$ cat src/design/acr_pkg.sv
// acr_pkg: shared constants, stage types and the cordic arctangent table
// for the axis-angle rotation matrix pipeline; no dependencies
`default_nettype none

package acr_pkg;

    localparam int CORDIC_STEPS = 16;
    localparam int SQRT_STEPS   = 32;
    localparam int DIV_STEPS    = 17;
    // total depth from the input stage to the output register
    localparam int PIPE_DEPTH   = 1 + SQRT_STEPS + DIV_STEPS + 3;

    localparam logic signed [19:0] CORDIC_GAIN = 20'sd39797;
    localparam logic signed [19:0] PI_Q16      = 20'sd205887;
    localparam logic signed [19:0] HALF_PI_Q16 = 20'sd102944;
    localparam logic signed [15:0] OUT_MAX     = 16'sd16384;

    typedef struct packed {
        logic signed [19:0] x;
        logic signed [19:0] y;
        logic signed [19:0] z;
        logic               flip;
    } t_cordic;

    typedef struct packed {
        logic [31:0] root;
        logic [33:0] rem;
        logic [31:0] bits;
    } t_sqrt;

    typedef struct packed {
        logic [31:0] rem;
        logic [31:0] s;
        logic [16:0] low;
        logic [16:0] q;
    } t_div;

    typedef struct packed {
        logic [15:0] x;
        logic [15:0] y;
        logic [15:0] z;
    } t_mag;

    typedef struct packed {
        logic sx;
        logic sy;
        logic sz;
        logic zero;
    } t_sgn;

    typedef struct packed {
        logic signed [19:0] sn;
        logic signed [19:0] cs;
    } t_sc;

    typedef struct packed {
        logic [16:0] x;
        logic [16:0] y;
        logic [16:0] z;
    } t_quot;

    typedef struct packed {
        logic signed [15:0] r00;
        logic signed [15:0] r01;
        logic signed [15:0] r02;
        logic signed [15:0] r10;
        logic signed [15:0] r11;
        logic signed [15:0] r12;
        logic signed [15:0] r20;
        logic signed [15:0] r21;
        logic signed [15:0] r22;
        logic               zero;
    } t_mat;

    function automatic logic signed [19:0] atan_q16(input int step);
        logic signed [19:0] a;
        unique case (step)
            0:       a = 20'sd51472;
            1:       a = 20'sd30386;
            2:       a = 20'sd16055;
            3:       a = 20'sd8150;
            4:       a = 20'sd4091;
            5:       a = 20'sd2047;
            6:       a = 20'sd1024;
            7:       a = 20'sd512;
            8:       a = 20'sd256;
            9:       a = 20'sd128;
            10:      a = 20'sd64;
            11:      a = 20'sd32;
            12:      a = 20'sd16;
            13:      a = 20'sd8;
            14:      a = 20'sd4;
            15:      a = 20'sd2;
            default: a = 20'sd0;
        endcase
        return a;
    endfunction

endpackage

`default_nettype wire

$ cat src/design/acr_div_cell.sv
// acr_div_cell: one quotient bit of a restoring divider
// depends on acr_pkg
`default_nettype none

module acr_div_cell import acr_pkg::*; (
    input  wire logic i_clk,
    input  wire logic i_en,
    input  wire t_div i_d,
    output t_div      o_d
);

    t_div        r_d;
    t_div        n_d;
    logic [32:0] w_t;
    logic [32:0] w_diff;
    logic        w_ge;

    assign w_t    = {i_d.rem, i_d.low[16]};
    assign w_ge   = (w_t >= {1'b0, i_d.s});
    assign w_diff = w_t - {1'b0, i_d.s};

    always_comb begin
        n_d.rem = w_ge ? w_diff[31:0] : w_t[31:0];
        n_d.s   = i_d.s;
        n_d.low = {i_d.low[15:0], 1'b0};
        n_d.q   = {i_d.q[15:0], w_ge};
    end

    always_ff @(posedge i_clk) begin
        if (i_en) begin
            r_d <= n_d;
        end
    end

    assign o_d = r_d;

endmodule

`default_nettype wire

$ cat config.mk
export PLATFORM = sky130hd
export DESIGN_NAME = acr_div_cell
export DESIGN_NICKNAME = d
export VERILOG_FILES = /design/src/design/acr_pkg.sv /design/src/design/acr_div_cell.sv
export SDC_FILE = /design/constraint.sdc
export NUM_CORES = 1
export LEC_CHECK = 0
export BUFFER_PORTS_ARGS = -buffer_cell sky130_fd_sc_hd__buf_2
export CAP_MARGIN = 30
export CORE_MARGIN = 8
export CORE_UTILIZATION = 45
export CTS_CLUSTER_DIAMETER = 100
export DETAILED_ROUTE_END_ITERATION = 6
export GPL_TIMING_DRIVEN = 0
export PLACE_DENSITY = 0.72
export SYNTH_ARGS = -nofsm -noshare
export SYNTH_HDL_FRONTEND = slang
export SYNTH_SLANG_ARGS = --single-unit
export TNS_END_PERCENT = 50
$ cat constraint.sdc
create_clock -name i_clk -period 3 [get_ports i_clk]
set_clock_uncertainty 0.15 [all_clocks]
set_input_delay 0.15 -clock i_clk [delete_from_list [all_inputs] [get_ports i_clk]]
set_output_delay 0.15 -clock i_clk [all_outputs]
set_load 0.05 [all_outputs]
# [Yosys cells after proc, flatten, opt, wreduce, memory -nomap -nowiden]
# Cells that the tools add are included.
[classes] addsub=1 n_lt_le_gt_ge=1 n_mux=1
[op_table] cell="33-bit by 32-bit >= comparator with 1-bit output" n=1
[op_table] cell="32-bit two-way mux" n=1
[op_table] cell="32-bit subtractor" n=1
[totals] reg_bits=97 inputBits=100 output_inout_bits=98 word_cells=7

# [Longest topological paths before layout]
[depth] word_depth=2 ltp_mapped=13 mapped_depth_nobuf=11

# [Worst setup path after synthesis]
# No wires, ideal clock.
[synth_timing] path_kind="in2reg" startpoint="input port i_d[57] in the netlist's numbering" endpoint="register r_d, in the netlist o_d[70] (data pin)" arrival_ps=2258 required_ps=2590 setup_slack_ps=332 stages=11 path_buffers=2 path_cell_list="inv_1 -> ha_1 -> buf_6 -> and3_1 -> o21a_1 -> a311oi_2 -> o21ai_1 -> or3b_1 -> o21a_1 -> buf_6 -> mux2_4"
[synth_lines] item="start, declared" line="acr_div_cell.sv:8" text="input wire t_div i_d,"
[synth_lines] item="end signal, assigned" line="acr_div_cell.sv:31" text="r_d <= n_d;"
[synth_lines] item="end, declared" line="acr_div_cell.sv:12" text="t_div r_d;"

==> out/metrics.yaml <==
outcome: "complete, no violations"
root_buffer: "clkbuf_16"
ratio_of_cells_with_drive_above_1_in_the_final_layout_pct: 33.2
p_leak_nw: 3.41
crit_family: "buffers and inverters"
die-area_um2: 15400
ctsLongestPathBuffers: 2
place_congestion: 0.799
placed_cell_area_um2: 6440
grt_util_all_layers_pct: 20.9
timing.hold.worst.class: "in2reg"
post-route-drc-count: 0
number_of_placed_i_o_pins: 198
critical-path-slowest-cell: "dlygate4sd3_1"
grt_max_degree: 66
cp_data_required_time_ps: 2940
tritoncts: "built"
place.detailed.hpwl_um: 11700
antenna_violations_before_repair: 0
postSynthCellCount: 458
coreArea_um2: 11400
postLayoutCellArea_um2: 7630
postLayoutCoreUtil_pct: 66.8
yosys_warn_count: 0
dr.pass1.iters: 4
dr_total_vias: 4589
fin_ws_ps: 111
finalWirelength_um: 16400
power_frac_clock_pct: 25.4
start_util_pct: 46.0
internal-power_w: 0.00272
sw_frac_of_total_pct: 36.3
grt_pass1_wl_um: 24400
relative_contribution_of_sequential_cells_to_total_power_pct: 40.1
placement.io_buffers: 195
worst_path_most_repeated_cell: "nand2_1"
antenna_cells_inserted: 0
synthDistinctLibCells: 50
timing.critical_path.cells: "dlygate4sd3_1, buf_2, inv_1, ha_4, nand2_1, nand2_1, a211o_1, a31oi_2, or3b_1, o21a_1, buf_6, buf_4, nor2_1, a21oi_1"
largest_register_ff_count: 97
vertical_die_dimension_um: 124
syn-cell-area_um2: 5250
synth_sequential_area_ratio_pct: 55.5
peakVddDrop_uv: 447
timing_max_transition_violations_final: 0
pre_cts_ws_ps: -128
switchingPower_w: 0.00155
rsz_0062_raised_after_global_routing: "yes"
grt_pass1_vias: 4764
clock_tree.htree_level_count: 3
die-width_um: 124
timing.final.hold_violations: 0
grt_remaining_overflow: 0
synth_nets: 591
post-route-period-util_pct: 96.3
max_freq_ghz: 0.346
cellPowerDensity_nw_per_um2: 559
power.total_w: 0.00427
placementRows: 39
crit_buf_inv: 5
setup.worst_path.class: "in2reg"
synthArstFlopShare_pct: 0
clkSinkCount: 97
power_frac_comb_pct: 34.5
cp-start-kind: "input port"
number_of_buffers_inserted_during_clock_tree_synthesis: 9
synth-seq-cells: 97
drt_first_iter_violations: 391
path_clk_slew_ps: 70
antenna_violating_nets_post_route: 0
synth_edf_count: 97
crit_fanout: 10
finalSetupViolCount: 0
maxCapViolations: 0
critical_path.endpoint_type: "flip-flop"
routedWlPerCell_um: 18.3
synth_flop_cell: "edfxtp_1"
critPathArrivalTime_ps: 2830
synth_area_per_cell_um2: 11.5
syn2layout_area_growth_pct: 45.3
post-route-min-period_ps: 2890
drt-vias-per-instance: 5.12
fillerInstances: 842
slowest_delay_ps: 550
design.final.nets: 881
layer usage:
layer | up-vias | global-route usage [%] | wire length (µm)
li1 | 2255 | - | -
met1 | 2134 | 22.9 | 6350
met2 | 182 | 37.3 | 7980
met3 | 18 | 6.53 | 1760
met4 | 0 | 7.81 | 282
met5 | - | 0 | 0
power groups by stage:
stage,combinational [W],clock [W],sequential (W)
detailed placement,0.00136,0,0.00174
global route,0.00157,0.00116,0.00172
finish,0.00147,0.00109,0.00171
CTS,0.00145,0.00110,0.00171
global placement,0.00134,0,0.00173
floorplan,0.000466,0,0.00226
worst paths after layout:
kind	slack (ps)	depth (start not counted)	endpoint	startpoint
min	0.5	3	o_d[74]	i_d[73]
max	110	14	o_d[76]	i_d[64]
area by class of cell:
| type | count | area (µm²) | share of cell area (%) |
|---|---|---|---|
| plain buffers | 18 | 121 | 1.59 |
| clock buffers | 9 | 225 | 2.95 |
| clock inverters | 7 | 52.6 | 0.689 |
| repair buffers | 279 | 1830 | 24.0 |
| well taps | 143 | 179 | 2.35 |
| inverters | 46 | 173 | 2.26 |
| flip-flops and latches | 97 | 2910 | 38.2 |
| multi-input cells | 297 | 2130 | 27.9 |
logic make-up after synthesis:
family,synth area share (%)
simple gates,9.96
fa+ha+maj,8.01
mux,2.67
flops,55.5
buf+inv,5.55
compound gates,13.9
xor+xnor,4.34
other cells,0.0714
cells in the final DEF, fill, tap and decap left out, types with 9 or more instances in the layout:
cell	Yosys	routed
a21oi_1	54	53
edfxtp_1	97	97
clkbuf_16	0	9
xnor2_1	16	16
inv_1	46	46
ha_1	32	29
xor2_1	10	10
o21ai_0	17	16
nor2_1	37	37
dlygate4sd3_1	0	82
buf_2	5	198
nand2_1	24	24
timing repair:
action / 4_1_cts / 5_1_grt
hold buffers: 82 / 0
endpoints found under the setup margin: 0 / 31
buffers inserted: 0 / 1
endpoints found under the hold margin: 82 / 0
resized for setup: 0 / 18
through the flow:
step                setup TNS, ps  hold WS (ps)  std cells
floorplan                       0          98.9        458
global placement            -1490           176        796
detailed placement          -1470           178        797
CTS                             0          1.55        895
global route                -42.1          16.8        896
finish                          0         0.515        896
cells in the mapped netlist, types with 7 or more instances:
| library cell | number | area, µm² |
|---|---|---|
| o21ai_0 | 17 | 85.1 |
| nand2_1 | 24 | 90.1 |
| xnor2_1 | 16 | 140 |
| o31ai_1 | 7 | 52.6 |
| mux2_4 | 8 | 120 |
| edfxtp_1 | 97 | 2910 |
| nand4_1 | 8 | 50.1 |
| a21o_1 | 8 | 60.1 |
| inv_1 | 46 | 173 |
| a21oi_1 | 54 | 270 |
| nand3_1 | 8 | 40.0 |
| nand2b_1 | 7 | 43.8 |
| ha_1 | 32 | 400 |
| xor2_1 | 10 | 87.6 |
| nor2_1 | 37 | 139 |
(Power assumes the default switching activity.)
