[config.mk]
export PLATFORM = sky130hd
export DESIGN_NAME = acr_cordic_cell
export DESIGN_NICKNAME = d
export VERILOG_FILES = /design/src/design/acr_pkg.sv /design/src/design/acr_cordic_cell.sv
export SDC_FILE = /design/constraint.sdc
export NUM_CORES = 1
export LEC_CHECK = 0
export BUFFER_PORTS_ARGS = -buffer_cell sky130_fd_sc_hd__buf_2
export CAP_MARGIN = 10
export CORE_UTILIZATION = 51
export CTS_BUF_LIST = sky130_fd_sc_hd__clkbuf_8
export CTS_CLUSTER_SIZE = 8
export DETAILED_ROUTE_END_ITERATION = 16
export HOLD_SLACK_MARGIN = 0.08
export PLACE_DENSITY = 0.86
export SLEW_MARGIN = 25
export SYNTH_ARGS = -nofsm -noshare
export SYNTH_HDL_FRONTEND = slang
export SYNTH_SLANG_ARGS = --single-unit
[constraint.sdc]
create_clock -name i_clk -period 3.4 [get_ports i_clk]
set_clock_uncertainty 0.05 [all_clocks]
set_input_delay 0.34 -clock i_clk [delete_from_list [all_inputs] [get_ports i_clk]]
set_output_delay 0.34 -clock i_clk [all_outputs]
set_load 0.005 [all_outputs]
[src/design/acr_pkg.sv]
// acr_pkg: shared constants, stage types and the cordic arctangent table
// for the axis-angle rotation matrix pipeline; no dependencies
`default_nettype none

package acr_pkg;

    localparam int CORDIC_STEPS = 16;
    localparam int SQRT_STEPS   = 32;
    localparam int DIV_STEPS    = 17;
    // total depth from the input stage to the output register
    localparam int PIPE_DEPTH   = 1 + SQRT_STEPS + DIV_STEPS + 3;

    localparam logic signed [19:0] CORDIC_GAIN = 20'sd39797;
    localparam logic signed [19:0] PI_Q16      = 20'sd205887;
    localparam logic signed [19:0] HALF_PI_Q16 = 20'sd102944;
    localparam logic signed [15:0] OUT_MAX     = 16'sd16384;

    typedef struct packed {
        logic signed [19:0] x;
        logic signed [19:0] y;
        logic signed [19:0] z;
        logic               flip;
    } t_cordic;

    typedef struct packed {
        logic [31:0] root;
        logic [33:0] rem;
        logic [31:0] bits;
    } t_sqrt;

    typedef struct packed {
        logic [31:0] rem;
        logic [31:0] s;
        logic [16:0] low;
        logic [16:0] q;
    } t_div;

    typedef struct packed {
        logic [15:0] x;
        logic [15:0] y;
        logic [15:0] z;
    } t_mag;

    typedef struct packed {
        logic sx;
        logic sy;
        logic sz;
        logic zero;
    } t_sgn;

    typedef struct packed {
        logic signed [19:0] sn;
        logic signed [19:0] cs;
    } t_sc;

    typedef struct packed {
        logic [16:0] x;
        logic [16:0] y;
        logic [16:0] z;
    } t_quot;

    typedef struct packed {
        logic signed [15:0] r00;
        logic signed [15:0] r01;
        logic signed [15:0] r02;
        logic signed [15:0] r10;
        logic signed [15:0] r11;
        logic signed [15:0] r12;
        logic signed [15:0] r20;
        logic signed [15:0] r21;
        logic signed [15:0] r22;
        logic               zero;
    } t_mat;

    function automatic logic signed [19:0] atan_q16(input int step);
        logic signed [19:0] a;
        unique case (step)
            0:       a = 20'sd51472;
            1:       a = 20'sd30386;
            2:       a = 20'sd16055;
            3:       a = 20'sd8150;
            4:       a = 20'sd4091;
            5:       a = 20'sd2047;
            6:       a = 20'sd1024;
            7:       a = 20'sd512;
            8:       a = 20'sd256;
            9:       a = 20'sd128;
            10:      a = 20'sd64;
            11:      a = 20'sd32;
            12:      a = 20'sd16;
            13:      a = 20'sd8;
            14:      a = 20'sd4;
            15:      a = 20'sd2;
            default: a = 20'sd0;
        endcase
        return a;
    endfunction

endpackage

`default_nettype wire

[src/design/acr_cordic_cell.sv]
// acr_cordic_cell: one rotation-mode cordic micro-rotation, registered
// depends on acr_pkg
`default_nettype none

module acr_cordic_cell import acr_pkg::*; #(
    parameter int STEP = 0
) (
    input  wire logic    i_clk,
    input  wire logic    i_en,
    input  wire t_cordic i_d,
    output t_cordic      o_d
);

    t_cordic r_d;
    t_cordic n_d;
    logic signed [19:0] w_dx;
    logic signed [19:0] w_dy;
    logic signed [19:0] w_at;

    assign w_dx = i_d.y >>> STEP;
    assign w_dy = i_d.x >>> STEP;
    assign w_at = atan_q16(STEP);

    always_comb begin
        n_d.flip = i_d.flip;
        if (!i_d.z[19]) begin
            n_d.x = i_d.x - w_dx;
            n_d.y = i_d.y + w_dy;
            n_d.z = i_d.z - w_at;
        end else begin
            n_d.x = i_d.x + w_dx;
            n_d.y = i_d.y - w_dy;
            n_d.z = i_d.z + w_at;
        end
    end

    always_ff @(posedge i_clk) begin
        if (i_en) begin
            r_d <= n_d;
        end
    end

    assign o_d = r_d;

endmodule

`default_nettype wire

Yosys cells after proc, flatten, opt, wreduce, memory -nomap -nowiden
Index checks and enable logic that the tools add are counted.

word-level totals
  register bits after elaboration = 61
  bits of input ports = 63
  output and inout bits = 61

cells by class
  $add $sub $neg = 5
  muxes and demuxes = 1

operator list
  cell                                                 count
  2-to-1 mux 60 bit                                    1
  subtractor 20 bit                                    2
  adder 20 x 17 -> 20 bit, second input constant       1
  adder 20 bit                                         1
  subtractor 20 x 17 -> 20 bit, second input constant  1

Longest topological paths before layout
  depth in word-level cells = 2
  mapped depth = 11
  mapped depth without buffers = 10

Worst setup path after synthesis
Ideal clock, no wire load.

  path kind = input to register
  from = input port i_d[20] in the netlist's numbering
  to = register r_d (netlist bit o_d[19]) (data pin)
  arrival time = 2.708 ns
  data required time = 3.092 ns
  path slack = 0.384 ns
  cell stages on the path = 11
  path through = buf_2 clkinv_1 clkbuf_1 fa_1 a211oi_1 nor2_1 o22a_1 a41oi_1 o21ai_0 a21oi_1 xnor2_1

RTL lines
  element               line                   RTL
  start, declared       acr_cordic_cell.sv:10  input wire t_cordic i_d,
  end signal, assigned  acr_cordic_cell.sv:39  r_d <= n_d;
  end, declared         acr_cordic_cell.sv:14  t_cordic r_d;

==> impl_metrics.py <==
metrics = {
    "finish": {
        "largest_register_ffs": 60,
        "fillerInstances": 903,
        "seq_area_sq_um": 1800,
        "drive_above_1_share_pct": 22.6,
        "antenna_cells": 0,
        "stdcell_area_sq_um": 6480,
        "nets": 860,
        "area_growth_pct": 16.2,
        "multi_input_area_sq_um": 3450,
    },
    "sta": {
        "max-slew-margin-rel_pct": 56.3,
        "clock.fmax_mhz": 363,
        "period_share_pct": 81.0,
        "finalSetupViolations": 0,
        "finalSetupTns_ns": 0,
        "finalMaxSlewViolations": 0,
        "period_minus_slack_ns": 2.76,
        "worstMarginPinSlew_ns": 0.650,
        "rsz0062_at_grt": "no",
        "hold_viol_final": 0,
    },
    "power_and_ir_drop": {
        "power_density_nw_per_um2": 379,
        "comb_power_share_pct": 37.9,
        "p_clk_share_pct": 21.1,
        "total_power_uw": 2450,
        "p_seq_share_pct": 40.9,
        "power.internal_uw": 1620,
        "ir_worst_vdd_mv": 0.229,
        "p_sw_uw": 836,
        "leakagePower_uw": 0.00291,
        "p_sw_share_pct": 34.1,
    },
    "floorplanning": {
        "num_rows": 37,
        "core_area_sq_um": 10500,
        "io_pins": 124,
        "dieArea_sq_um": 11400,
        "initial_core_util_pct": 53.3,
        "die_x_microns": 107,
        "die_h_microns": 107,
    },
    "synthesis": {
        "netlist_area_sq_um": 5580,
        "ys_seq_area_share_pct": 32.3,
        "ys_ff_latch": 60,
        "synthArstFlopShare_pct": 0,
        "synth_edf_count": 60,
        "yosysWarnings": 0,
        "synth_common_cells": "71 x ha_1, 60 x edfxtp_1, 55 x inv_1, 54 x a21oi_1, 44 x o21ai_0",
        "syn_area_per_cell_sq_um": 9.29,
        "synth_most_common_cell": "ha_1",
        "synth_top_cell_by_area": "edfxtp_1",
        "synthTopCellsByArea": "edfxtp_1 32%, ha_1 16%, xnor2_1 6.7%",
        "synth_top_area_share_pct": 32.3,
        "synth_nets": 739,
        "ys_types": 68,
        "synth_flop_cell": "edfxtp_1",
        "synth_cells": 601,
    },
    "route": {
        "drt-initial-drc-count": 510,
        "via_per_inst": 5.80,
        "finalWirelength_mm": 14.3,
        "post_drt_wl_per_cell_microns": 16.6,
        "dr.pass1.iters": 5,
        "num_vias": 4996,
        "ant_nets": 0,
        "drc": 0,
    },
    "cts": {
        "post_cts_buffers": 0,
        "clkTransAtPathRegs_ns": 0.06,
        "ctsRootBufferMaster": "clkbuf_8",
        "post_cts_resized": 0,
        "htreeDepth": 3,
        "clk_path_buf_depth": 2,
        "cts_made_buffers": 9,
        "cts_tree": "yes",
        "cts_hold_buf": 0,
        "numClockSinks": 60,
    },
    "critical_path": {
        "required_ns": 3.43,
        "start_kind": "input pin",
        "arrival_ns": 2.78,
        "critPathKind": "input pin to flip-flop",
        "worstPathMaxFanout": 18,
        "crit_path_end_kind": "flip-flop",
    },
    "place": {
        "placed_area_sq_um": 6330,
        "io_buffers": 123,
        "post-dp-hpwl_mm": 11.5,
        "gp_congestion": 0.981,
    },
    "run": {
        "cap_violations": 0,
    },
    "grt": {
        "grt_pass1_vias": 4828,
        "globalRouteOverflowTotal": 0,
        "grt_pass1_wl_mm": 23.0,
        "grt_max_degree": 32,
        "antenna_found_initial": 0,
        "track_usage_pct": 25.4,
    },
    "status": {
        "outcome": "finished, final reports clean",
    },
    "worst_hold_path": {
        "hold_path.class": "input pin to flip-flop",
    },
}
==> layout by cell type (no fill, tap or decap), drive strengths merged, types with 3 or more instances in the layout <==
cell type | Yosys | layout
buf | 16 | 133
ha | 71 | 71
edfxtp | 60 | 60
inv | 56 | 56
a21oi | 55 | 55
o21ai | 47 | 47
xnor2 | 43 | 43
nor2 | 41 | 41
nand2 | 35 | 35
a21o | 16 | 16
nor2b | 16 | 16
a211oi | 13 | 13
nor3 | 10 | 10
clkbuf | 7 | 9
nand3 | 7 | 7
o211ai | 7 | 7
mux2i | 7 | 7
xor2 | 6 | 6
or3 | 6 | 6
o31ai | 6 | 6
o21a | 5 | 5
nand4 | 5 | 5
clkinv | 1 | 5
and3 | 4 | 4
nand3b | 4 | 4
nor4 | 4 | 4
o21bai | 4 | 4
fa | 4 | 4
a31oi | 4 | 4
o311ai | 4 | 4
o41ai | 4 | 4
or4 | 3 | 3
a21boi | 3 | 3
==> power groups by stage <==
| stage | Combinational (uW) | Clock, uW | Sequential (uW) |
|---|---|---|---|
| after global placement | 890 | 0 | 1020 |
| final | 931 | 519 | 1000 |
| after global routing | 1020 | 557 | 1020 |
| after detailed placement | 914 | 0 | 1020 |
| after CTS | 919 | 527 | 1010 |
| after floorplan | 561 | 0 | 1030 |
==> worst max-delay path, cell delays in order <==
cell and delay [ns]:
buf_2 0.11, clkinv_1 0.25, buf_4 0.32, ha_1 0.35, and4_1 0.24, a21oi_1 0.15, o21ai_0 0.13, o31ai_1 0.46
a31oi_1 0.16, nor2_1 0.16, xnor2_1 0.09
==> layout make-up <==
cell class                      instances  area share, %
Multi-Input combinational cell        461           53.2
Sequential cell                        60           27.8
Timing Repair Buffer                  133           10.7
Clock inverter                          6          0.502
Tap cell                              136           2.62
Inverter                               57           3.30
Clock buffer                            9           1.91
==> metrics by stage <==
step                worst slack [ns]  std cells  utilization, %  hold WS (ns)
floorplan                      0.384        601               -         0.389
global placement               0.547        847            60.5         0.467
detailed placement             0.356        847            60.5         0.469
CTS                            0.697        862            62.0         0.120
global route                   0.462        862            62.0         0.126
finish                         0.645        862            62.0         0.137
==> path summary, 6_finish.rpt <==
path | depth (start not counted) | end | startpoint | slack, ns
worst min-delay path | 1 | o_d[4]$_DFFE_PP_ | i_d[4] | 0.14
worst max-delay path | 11 | o_d[18]$_DFFE_PP_ | i_d[20] | 0.64
==> logic make-up (layout without fill, tap and decap cells) <==
| group | count (synthesis) | after routing | share of synthesized area [%] |
|---|---|---|---|
| compound gates | 186 | 186 | 22.7 |
| xor+xnor | 49 | 49 | 7.69 |
| fa+ha+maj | 75 | 75 | 17.4 |
| buf+inv | 80 | 205 | 5.90 |
| flops | 60 | 60 | 32.3 |
| mux | 7 | 7 | 1.26 |
| simple gates | 144 | 144 | 12.8 |
==> metal layers <==
layer / up-vias / track usage [%] / part of all wire, %
met5: - / 0 / 0
met4: 0 / 9.39 / 2.5
met3: 38 / 2.67 / 7.0
met2: 249 / 40.7 / 45
met1: 2297 / 35.6 / 46
li1: 2412 / - / -
(Power assumes the default switching activity.)
